## config.mk

```make
export PLATFORM = sky130hd
export DESIGN_NAME = hall_key_hysteresis_and_travel
export DESIGN_NICKNAME = d
export VERILOG_FILES = /design/src/rtl/hkht_pkg.sv /design/src/rtl/hall_key_hysteresis_and_travel.sv
export SDC_FILE = /design/constraint.sdc
export NUM_CORES = 1
export LEC_CHECK = 0
export CAP_MARGIN = 20
export CORE_AREA = 8 8 180 182
export CTS_BUF_LIST = sky130_fd_sc_hd__clkbuf_8 sky130_fd_sc_hd__clkbuf_16
export CTS_CLUSTER_DIAMETER = 100
export DETAILED_ROUTE_END_ITERATION = 12
export DIE_AREA = 0 0 188 190
export DONT_BUFFER_PORTS = 1
export PLACE_DENSITY_LB_ADDON = 0.05
export SYNTH_ARGS = -nofsm -noshare
export SYNTH_HDL_FRONTEND = slang
export SYNTH_SLANG_ARGS = --single-unit
```

## constraint.sdc

```tcl
create_clock -name clk_i -period 7.8 [get_ports clk_i]
set_input_delay 0 -clock clk_i [delete_from_list [all_inputs] [get_ports clk_i]]
set_output_delay 0 -clock clk_i [all_outputs]
set_load 0.01 [all_outputs]
```

## src/rtl/hkht_pkg.sv

```systemverilog
// Shared constants and register codes for the Hall key hysteresis and travel block.
`default_nettype none

package hkht_pkg;

  // Default sensor resolution
  localparam int unsigned ADC_BITS_DEF = 12;

  // Travel scale: 0..TRAVEL_FULL thousandths
  localparam int unsigned TRAVEL_FULL = 1000;
  localparam int unsigned TRAVEL_W    = 10;

  // Quotient bits produced by the divider; 2047 stands in for any quotient of 2048 or more
  localparam int unsigned QUO_W = 11;

  // Reset levels of the hysteresis thresholds
  localparam int unsigned PRESS_RESET   = 2200;
  localparam int unsigned RELEASE_RESET = 1800;

  // Configuration port geometry
  localparam int unsigned APB_DATA_W = 32;
  localparam int unsigned APB_ADDR_W = 5;
  localparam int unsigned REG_IDX_W  = 3;

  // Result tdata: pressed in bit 0, travel above it, zero padded to 16 bits
  localparam int unsigned OUT_TDATA_W = 16;

  // Register index (byte address / 4)
  typedef enum logic [REG_IDX_W-1:0] {
    REG_PRESS_LEVEL   = 3'd0,
    REG_RELEASE_LEVEL = 3'd1,
    REG_CAL_VALID     = 3'd2,
    REG_REST_READING  = 3'd3,
    REG_FULL_READING  = 3'd4,
    REG_INVERT_TRAVEL = 3'd5,
    REG_DEAD_LOW      = 3'd6,
    REG_DEAD_HIGH     = 3'd7
  } reg_idx_e;

endpackage

`default_nettype wire

```

## src/rtl/hall_key_hysteresis_and_travel.sv

```systemverilog
// Hall key channel: hysteresis pressed flag and normalized travel with a serial divider.
//
// Each sensor item yields one result item: the hysteresis key state and travel 0..1000.
// The pressed flag is updated when the item is accepted. Travel comes from one shared
// restoring divider that produces one quotient bit per cycle: eleven steps for the
// calibration division, and eleven more for the deadzone rescale when the window is
// active and the travel lies inside it. A finished result sits in the output register
// while the next item is already being worked on. Registers sit at byte address
// 4*index on the APB port and are to be written only while the block is idle; the
// block itself does not enforce this.
`default_nettype none

module hall_key_hysteresis_and_travel
  import hkht_pkg::*;
#(
  parameter int unsigned ADC_BITS = ADC_BITS_DEF
) (
  input  wire logic                                 clk_i,
  input  wire logic                                 rst_ni,
  // Sensor items
  input  wire logic                                 s_axis_tvalid,
  output logic                                      s_axis_tready,
  input  wire logic [((ADC_BITS+7)/8)*8-1:0]        s_axis_tdata,  // [ADC_BITS-1:0] sample
  // Result items
  output logic                                      m_axis_tvalid,
  input  wire logic                                 m_axis_tready,
  output logic [OUT_TDATA_W-1:0]                    m_axis_tdata,  // [0] pressed, [10:1] travel
  // Configuration
  input  wire logic                                 psel,
  input  wire logic                                 penable,
  input  wire logic                                 pwrite,
  input  wire logic [APB_ADDR_W-1:0]                paddr,
  input  wire logic [APB_DATA_W-1:0]                pwdata,
  output logic [APB_DATA_W-1:0]                     prdata,
  output logic                                      pready
);

  // Divider widths: operands cover both the sensor span and the travel span
  localparam int unsigned AW = ADC_BITS;
  localparam int unsigned DW = (ADC_BITS > TRAVEL_W) ? ADC_BITS : TRAVEL_W;
  localparam int unsigned NW = DW + QUO_W - 1;

  // Sequencer states
  typedef enum logic [7:0] {
    S_IDLE = 8'b0000_0001,
    S_PREP = 8'b0000_0010,
    S_CHK  = 8'b0000_0100,
    S_DIV1 = 8'b0000_1000,
    S_FIX  = 8'b0001_0000,
    S_WIN  = 8'b0010_0000,
    S_DIV2 = 8'b0100_0000,
    S_DONE = 8'b1000_0000
  } state_e;

  state_e state_q, state_d;

  // Configuration registers
  logic [AW-1:0]       press_q, release_q, rest_q, full_q;
  logic                cal_valid_q, invert_q;
  logic [TRAVEL_W-1:0] dead_low_q, dead_high_q;

  // Datapath registers
  logic                key_down_q;
  logic [AW-1:0]       sample_q;
  logic [NW-1:0]       rem_q, dsh_q;
  logic [QUO_W-1:0]    quo_q;
  logic [3:0]          cnt_q;
  logic                neg_q, sat_q;
  logic [TRAVEL_W-1:0] tc_q, trav_q;

  // Output register
  logic                m_valid_q, m_pressed_q;
  logic [TRAVEL_W-1:0] m_travel_q;

  logic                s_acc, cfg_wr, out_load;
  logic [AW-1:0]       s_sample;
  reg_idx_e            cfg_idx;

  assign s_axis_tready = (state_q == S_IDLE);
  assign s_acc         = s_axis_tvalid && s_axis_tready;
  assign s_sample      = s_axis_tdata[AW-1:0];
  assign pready        = 1'b1;
  assign cfg_wr        = psel && penable && pwrite && pready;
  assign cfg_idx       = reg_idx_e'(paddr[APB_ADDR_W-1:2]);

  // Times 1000 by constant product
  function automatic logic [NW-1:0] mul_full(input logic [DW-1:0] x);
    mul_full = NW'(x) * NW'(TRAVEL_FULL);
  endfunction

  // Configuration writes
  always_ff @(posedge clk_i or negedge rst_ni) begin
    if (!rst_ni) begin
      press_q     <= AW'(PRESS_RESET);
      release_q   <= AW'(RELEASE_RESET);
      cal_valid_q <= 1'b0;
      rest_q      <= '0;
      full_q      <= '1;
      invert_q    <= 1'b0;
      dead_low_q  <= '0;
      dead_high_q <= '0;
    end else if (cfg_wr) begin
      unique case (cfg_idx)
        REG_PRESS_LEVEL:   press_q     <= pwdata[AW-1:0];
        REG_RELEASE_LEVEL: release_q   <= pwdata[AW-1:0];
        REG_CAL_VALID:     cal_valid_q <= pwdata[0];
        REG_REST_READING:  rest_q      <= pwdata[AW-1:0];
        REG_FULL_READING:  full_q      <= pwdata[AW-1:0];
        REG_INVERT_TRAVEL: invert_q    <= pwdata[0];
        REG_DEAD_LOW:      dead_low_q  <= pwdata[TRAVEL_W-1:0];
        REG_DEAD_HIGH:     dead_high_q <= pwdata[TRAVEL_W-1:0];
        default: ;
      endcase
    end
  end

  // Register readback
  always_comb begin
    prdata = '0;
    unique case (cfg_idx)
      REG_PRESS_LEVEL:   prdata = APB_DATA_W'(press_q);
      REG_RELEASE_LEVEL: prdata = APB_DATA_W'(release_q);
      REG_CAL_VALID:     prdata = APB_DATA_W'(cal_valid_q);
      REG_REST_READING:  prdata = APB_DATA_W'(rest_q);
      REG_FULL_READING:  prdata = APB_DATA_W'(full_q);
      REG_INVERT_TRAVEL: prdata = APB_DATA_W'(invert_q);
      REG_DEAD_LOW:      prdata = APB_DATA_W'(dead_low_q);
      REG_DEAD_HIGH:     prdata = APB_DATA_W'(dead_high_q);
      default:           prdata = '0;
    endcase
  end

  // Hysteresis flag, updated on accept
  always_ff @(posedge clk_i or negedge rst_ni) begin
    if (!rst_ni) begin
      key_down_q <= 1'b0;
    end else if (s_acc) begin
      if (!key_down_q && (s_sample >= press_q)) begin
        key_down_q <= 1'b1;
      end else if (key_down_q && (s_sample <= release_q)) begin
        key_down_q <= 1'b0;
      end
    end
  end

  // Calibration span and signed operands
  logic          use_cal;
  logic [AW-1:0] rest_sel, full_sel, diff_abs, den_abs;
  logic [AW:0]   diff, den;

  always_comb begin
    use_cal  = cal_valid_q && (rest_q != full_q);
    rest_sel = use_cal ? rest_q : '0;
    full_sel = use_cal ? full_q : '1;
    diff     = {1'b0, sample_q} - {1'b0, rest_sel};
    den      = {1'b0, full_sel} - {1'b0, rest_sel};
    diff_abs = diff[AW] ? AW'(-diff) : diff[AW-1:0];
    den_abs  = den[AW]  ? AW'(-den)  : den[AW-1:0];
  end

  // One restoring step: one quotient bit per cycle
  logic             div_ge;
  logic [QUO_W-1:0] quo_nxt;

  assign div_ge  = (rem_q >= dsh_q);
  assign quo_nxt = {quo_q[QUO_W-2:0], div_ge};

  // Signed travel from the first quotient, inverted when selected, and clamped
  logic [QUO_W-1:0]   mag;
  logic signed [12:0] ts;
  logic [TRAVEL_W-1:0] tc;

  always_comb begin
    mag = sat_q ? '1 : quo_q;
    ts  = neg_q ? -$signed({2'b00, mag}) : $signed({2'b00, mag});
    if (invert_q) begin
      ts = $signed(13'(TRAVEL_FULL)) - ts;
    end
    priority if (ts[12]) begin
      tc = '0;
    end else if (ts > $signed(13'(TRAVEL_FULL))) begin
      tc = TRAVEL_W'(TRAVEL_FULL);
    end else begin
      tc = ts[TRAVEL_W-1:0];
    end
  end

  // Deadzone window operands
  logic                win_on;
  logic [TRAVEL_W-1:0] win_num, win_den;

  assign win_on  = (dead_high_q > dead_low_q);
  assign win_num = tc_q - dead_low_q;
  assign win_den = dead_high_q - dead_low_q;

  assign out_load = (state_q == S_DONE) && (!m_valid_q || m_axis_tready);

  // Sequencer next state
  always_comb begin
    state_d = state_q;
    unique case (state_q)
      S_IDLE: if (s_acc) state_d = S_PREP;
      S_PREP: state_d = S_CHK;
      S_CHK:  state_d = S_DIV1;
      S_DIV1: if (cnt_q == 4'd0) state_d = S_FIX;
      S_FIX:  state_d = S_WIN;
      S_WIN: begin
        if (win_on && (tc_q > dead_low_q) && (tc_q < dead_high_q)) begin
          state_d = S_DIV2;
        end else begin
          state_d = S_DONE;
        end
      end
      S_DIV2: if (cnt_q == 4'd0) state_d = S_DONE;
      S_DONE: if (out_load) state_d = S_IDLE;
      default: state_d = S_IDLE;
    endcase
  end

  always_ff @(posedge clk_i or negedge rst_ni) begin
    if (!rst_ni) begin
      state_q <= S_IDLE;
    end else begin
      state_q <= state_d;
    end
  end

  // Datapath: operand setup, shared serial divider, travel shaping
  always_ff @(posedge clk_i) begin
    unique case (state_q)
      S_IDLE: begin
        if (s_acc) sample_q <= s_sample;
      end
      S_PREP: begin
        rem_q <= mul_full(DW'(diff_abs));
        dsh_q <= {DW'(den_abs), (QUO_W-1)'(0)};
        neg_q <= diff[AW] ^ den[AW];
      end
      S_CHK: begin
        // quotient of 2048 or more saturates the travel
        sat_q <= ({1'b0, rem_q} >= {dsh_q, 1'b0});
        quo_q <= '0;
        cnt_q <= 4'(QUO_W - 1);
      end
      S_DIV1, S_DIV2: begin
        if (div_ge) rem_q <= rem_q - dsh_q;
        dsh_q <= dsh_q >> 1;
        quo_q <= quo_nxt;
        cnt_q <= cnt_q - 4'd1;
        if ((state_q == S_DIV2) && (cnt_q == 4'd0)) trav_q <= quo_nxt[TRAVEL_W-1:0];
      end
      S_FIX: begin
        tc_q <= tc;
      end
      S_WIN: begin
        if (!win_on) begin
          trav_q <= tc_q;
        end else if (tc_q <= dead_low_q) begin
          trav_q <= '0;
        end else if (tc_q >= dead_high_q) begin
          trav_q <= TRAVEL_W'(TRAVEL_FULL);
        end else begin
          rem_q <= mul_full(DW'(win_num));
          dsh_q <= {DW'(win_den), (QUO_W-1)'(0)};
          quo_q <= '0;
          cnt_q <= 4'(QUO_W - 1);
        end
      end
      S_DONE: ;
      default: ;
    endcase
  end

  // Output register
  always_ff @(posedge clk_i or negedge rst_ni) begin
    if (!rst_ni) begin
      m_valid_q <= 1'b0;
    end else if (out_load) begin
      m_valid_q <= 1'b1;
    end else if (m_axis_tready) begin
      m_valid_q <= 1'b0;
    end
  end

  always_ff @(posedge clk_i) begin
    if (out_load) begin
      m_pressed_q <= key_down_q;
      m_travel_q  <= trav_q;
    end
  end

  assign m_axis_tvalid = m_valid_q;
  assign m_axis_tdata  = {{(OUT_TDATA_W-TRAVEL_W-1){1'b0}}, m_travel_q, m_pressed_q};

  // Travel never leaves full scale
  assert property (@(posedge clk_i) disable iff (!rst_ni)
    m_axis_tvalid |-> (m_axis_tdata[TRAVEL_W:1] <= TRAVEL_W'(TRAVEL_FULL)))
    else $error("travel above full scale");

  // A waiting result holds the sequencer in S_DONE
  assert property (@(posedge clk_i) disable iff (!rst_ni)
    (state_q == S_DONE && m_valid_q && !m_axis_tready) |=> (state_q == S_DONE))
    else $error("result overwritten while output busy");

  // Divider step counter stays within the quotient width
  assert property (@(posedge clk_i) disable iff (!rst_ni)
    (state_q == S_DIV1 || state_q == S_DIV2) |-> (cnt_q < 4'(QUO_W)))
    else $error("divider counter out of range");

  // Released key at or above the press level becomes pressed
  assert property (@(posedge clk_i) disable iff (!rst_ni)
    (s_acc && !key_down_q && (s_sample >= press_q)) |=> key_down_q)
    else $error("press threshold missed");

endmodule

`default_nettype wire

```

* After elaboration in Yosys (flattened, before gate mapping)
Index checks and enable logic that the tools add are counted.
** Word-level totals
- Bits in registers :: 184
** Operators by class
- Equal/unequal tests :: 26
- Bitwise gates (word level) :: 1
- Order comparisons :: 10
- Multipliers :: 2
- $add $sub $neg :: 10
- Reduce and logical (&&, ||, !) cells :: 37
- Muxes and demuxes :: 41
** Operators with widths (number)
- $pmux W32 S8 :: 1
- $mux W22 :: 7
- $pmux W22 S3 :: 2
- $pmux W8 S8 :: 1
- $mux W10 :: 5
- $mux W12 :: 4
- $mux W11 :: 4
- $mux W8 :: 5
- $pmux W11 S3 :: 1
- $mux W13 :: 2
- $sub A12 B12 Y13 :: 2
- $neg A12 Y12 :: 2
- $ge A22 B23 Y1 :: 1
- $ge A22 B22 Y1 :: 1
- $sub A22 B22 Y22 :: 1
- $gt A10 B10 Y1 :: 2
- $pmux W10 S2 :: 1
- $reduce_and A2 Y1 :: 10
- $sub A10 B10 Y10 :: 2
- $mul A12 B7 Y19 const B :: 1
- $mul A10 B7 Y17 const B :: 1
- $ne A2 B2 Y1 const B :: 8
- $gt A13 B11 Y1 const B :: 1
- $neg A11 Y13 :: 1
- other kinds (36) :: 61

* Depth between registers and ports, before layout
- Word-level depth :: 8
- Mapped depth :: 32
- Mapped depth without buffers :: 31

* Worst setup path after synthesis
No wires, ideal clock.
- Path kind :: register to register
- From :: reg full_q[8]
- To :: reg rem_q[21] (data pin)
- Path buffers :: 1
- Setup slack :: 375 ps
- Arrival time :: 7159 ps
- Cell stages (with the launch flop) :: 30
- Path through :: dfstp_2 -> xnor2_1 -> nand4_1 -> o31a_1 -> clkbuf_1 -> and2_1 -> ha_1 -> fa_1 -> nand3b_1 -> a21oi_1 -> nor3_1 -> o31ai_2 -> a21oi_1 -> xnor2_1 -> ha_1 -> inv_1 -> xnor2_1 -> fa_1 -> fa_1 -> fa_1 -> inv_1 -> ha_1 -> a211o_1 -> or3_1 -> nand2_1 -> o2111a_1 -> nor2_1 -> a31oi_1 -> xnor2_1 -> o21ai_0
** On the way
- Longest elaborated chain between the ends :: 8
** RTL lines
- start, declared :: line hall_key_hysteresis_and_travel.sv:58 : logic [AW-1:0] press_q, release_q, rest_q, full_q;
- start signal, assigned :: line hall_key_hysteresis_and_travel.sv:108 : REG_FULL_READING: full_q <= pwdata[AW-1:0];
- $ne A12 B12 Y1 * :: line hall_key_hysteresis_and_travel.sv:152 : use_cal = cal_valid_q && (rest_q != full_q);
- $logic_and A1 B1 Y1 * :: line hall_key_hysteresis_and_travel.sv:152
- $mux W12 * :: line hall_key_hysteresis_and_travel.sv:153 : rest_sel = use_cal ? rest_q : '0;
- $sub A12 B12 Y13 * :: line hall_key_hysteresis_and_travel.sv:155 : diff = {1'b0, sample_q} - {1'b0, rest_sel};
- $neg A12 Y12 :: line hall_key_hysteresis_and_travel.sv:157 : diff_abs = diff[AW] ? AW'(-diff) : diff[AW-1:0];
- $mux W12 * :: line hall_key_hysteresis_and_travel.sv:157
- $mul A12 B7 Y19 * :: line hall_key_hysteresis_and_travel.sv:88 : mul_full = NW'(x) * NW'(TRAVEL_FULL);
- $pmux W22 S3 * :: line hall_key_hysteresis_and_travel.sv:230 : unique case (state_q)
- end signal, assigned :: line hall_key_hysteresis_and_travel.sv:235 : rem_q <= mul_full(DW'(diff_abs));
- end signal, assigned :: line hall_key_hysteresis_and_travel.sv:246 : if (div_ge) rem_q <= rem_q - dsh_q;
- end signal, assigned :: line hall_key_hysteresis_and_travel.sv:263 : rem_q <= mul_full(DW'(win_num));
- end, declared :: line hall_key_hysteresis_and_travel.sv:65 : logic [NW-1:0] rem_q, dsh_q;
Mark *: on every way between the ends. The rest lies on a longest branch, timed or not.
A chain may end at the register's enable or synchronous reset.

* Final worst setup path
- From :: reg full_q[0]
- To :: reg rem_q[20] (data pin)
Same word-level chain as after synthesis.

==> run summary <==
status: completed
io pins: 111
Top Family by Delay on Critical Path: adder cells
Die H: 190 um
Cell Area, Synth: 17410 um2
Final Max Tran Viols: 0
Critical path buffers and inverters: 3
most frequent CP cell: fa_1
Setup TNS Final: 0 ps
Yosys warnings: 0
CP Class: reg2reg
Post-route DRC: 0
register area: 5151 um2
CP endpoint kind: register
hold depth: 3
skew final: 16.14 ps
clk root buf: clkbuf_16
initial antenna violation count: 1
Gate Count Post-Synth: 1876
# fillers: 2495
DR vias: 13820
clock tree buffer depth: 2
WP data required: 7970 ps
slowest stage delay, CP: 580 ps
first-pass GRT wire length: 72.12 mm
vias per cell: 5.951
Pre-antenna DRT Iters: 5
crit-path max FO: 5
H-tree depth: 4
Clk Latency, worst-skew pair: 450 ps
CORE AREA: 29400 um2
Final min period: 7434 ps
post-DR wirelength/cell: 19.25 um
CTS Sinks: 184
CP max-delay cell: dfstp_2
pre-CTS setup slack: 178.5 ps
final hold viol count: 0
share of layout cells above drive strength 1: 9.161%
RePlAce Congestion: 0.8631
GRT Total Usage: 24.97%
ys async rst share: 43.48%
CP arrival: 7610 ps
Levels on crit path: 28
Initial Util: 59.21%
final WL: 44.71 mm
most frequent cells in the layout: ha_1 (209), inv_1 (203), nand2_1 (140)
Yosys reg bits: 184
die area: 35720 um2
Die X: 188 um
final worst-path setup slack: 366.5 ps
area of the multi-input gates: 11300 um2
ys flop type: edfxtp_1
worst slew pin tran: 953.9 ps
DR iter-0 viols: 1076
Setup Viol. Count Final: 0
largest net degree at the start of global routing: 81
row cnt: 63
number of buffers created by CTS: 17
fmax: 134.5 MHz
vias in the first global route: 13680
Post-Syn Area per Cell: 9.280 um2
CTS tree: done
P&R area growth vs syn: 9.120%
sequential fraction of the synthesis area: 29.59%
port buffer count: 0
number of distinct library cells after synthesis: 85
worst hold path type: in2reg
Routed Antenna Nets: 0
CP startpoint kind: register
r2r worst-path depth: 28
leading cell type in the layout, fill and taps excluded: ha_1
nets: 2253
clk slew on worst S/H paths: 80 ps
max_cap viols: 0
number of enable flip-flop cells after synthesis: 104
Detailed Place HPWL: 34.66 mm
Rel. slew slack: 36.27%
Tcrit/Tclk final: 95.30%
gr ovfl total: 0
## routing by layer
| layer | track usage, % | vias up | wire [um] |
|---|---|---|---|
| met2 | 41.75 | 374 | 21230 |
| met4 | 8.606 | 0 | 1219 |
| met3 | 3.826 | 51 | 2174 |
| met5 | 0 | - | 0 |
| li1 | - | 6686 | - |
| met1 | 32.71 | 6713 | 20080 |
## final timing paths
path | startpoint | end | slack [ps]
hold reg to reg | trav_q[6]$_DFFE_PP_ | m_travel_q[6]$_DFFE_PP_ | 420
max in group asynchronous | rst_ni | full_q[11]$_DFFE_PN1P_ | 7310
hold / removal | penable | invert_q$_DFFE_PN0P_ | 30
min in group asynchronous | rst_ni | invert_q$_DFFE_PN0P_ | 90
setup / recovery | full_q[0]$_DFFE_PN1P_ | rem_q[20]$_DFFE_PP_ | 370
setup reg to reg | full_q[0]$_DFFE_PN1P_ | rem_q[20]$_DFFE_PP_ | 370
## sequential cells by signal, indices dropped and copies added, names as in the netlist, 11 cells and up
register   flops
press_q       12
dsh_q         22
quo_q         11
sample_q      12
release_q     12
rem_q         22
rest_q        12
full_q        12
## Yosys cell counts, types with 25 or more instances
master / n / area share, %
edfxtp_1: 104 / 18
nand4_1: 25 / 0.90
a22oi_1: 25 / 1.1
nor2b_1: 26 / 0.93
o21ai_0: 120 / 3.4
xnor2_1: 85 / 4.3
ha_1: 209 / 15
nor3_1: 30 / 0.86
mux2_2: 40 / 2.6
nand2_1: 140 / 3.0
dfrtp_1: 59 / 8.5
inv_1: 203 / 4.4
nor2_1: 129 / 2.8
a21oi_1: 103 / 3.0
buf_4: 27 / 1.2
fa_1: 65 / 7.5
a21o_1: 48 / 2.1
xor2_1: 43 / 2.2
clkbuf_1: 40 / 0.86
## kinds of logic after synthesis
family	share of synthesized area, %
AOI/OAI and AO/OA	17.06
xor gates and xnor gates	6.440
adders and majority gates	22.55
buffers and inverters	6.662
DFF	29.59
muxes	3.392
other	0.04314
and+or+nand+nor	14.27
## final cells by class
type,count,area share [%]
Antenna cell,1,0.01317
Timing Repair Buffer,77,3.688
Inverter,203,4.011
Sequential cell,184,27.12
Clock buffer,20,2.575
Tap cell,390,2.569
Multi-Input combinational cell,1436,59.46
Clock inverter,12,0.5664
## through the flow
| stage | cell area (um2) | hold slack [ps] | utilization [%] | instances |
|---|---|---|---|---|
| finish | 19000 | 26.86 | 64.61 | 2323 |
| floorplan | 17500 | -295.6 | - | 1900 |
| CTS | 18810 | 4.990 | 63.98 | 2311 |
| global route | 19000 | 23.73 | 64.61 | 2323 |
| detailed placement | 17820 | -289.3 | 60.59 | 2241 |
| global placement | 17820 | -291.7 | 60.59 | 2241 |
## worst register-to-register path, delay by kind of cell (launching register included)
family	cells	cell delay [ps]
XOR/XNOR	4	860
buffers and inverters	3	240
adder cells (fa/ha/maj)	7	2850
flip-flops	1	580
AND/OR/NAND/NOR	6	1020
AO/OA/AOI/OAI	8	1630
## timing repair
item                                   4_1_cts  5_1_grt
setup buffers                                0        4
hold buffers                                38        4
endpoints found under the hold margin      167        2
resized for setup                            0       19
setup endpoints to repair                    0        7
Power is left out: the tool's default activity adds up to more than one toggle a clock period on the data nets, which glitch-free logic cannot reach.
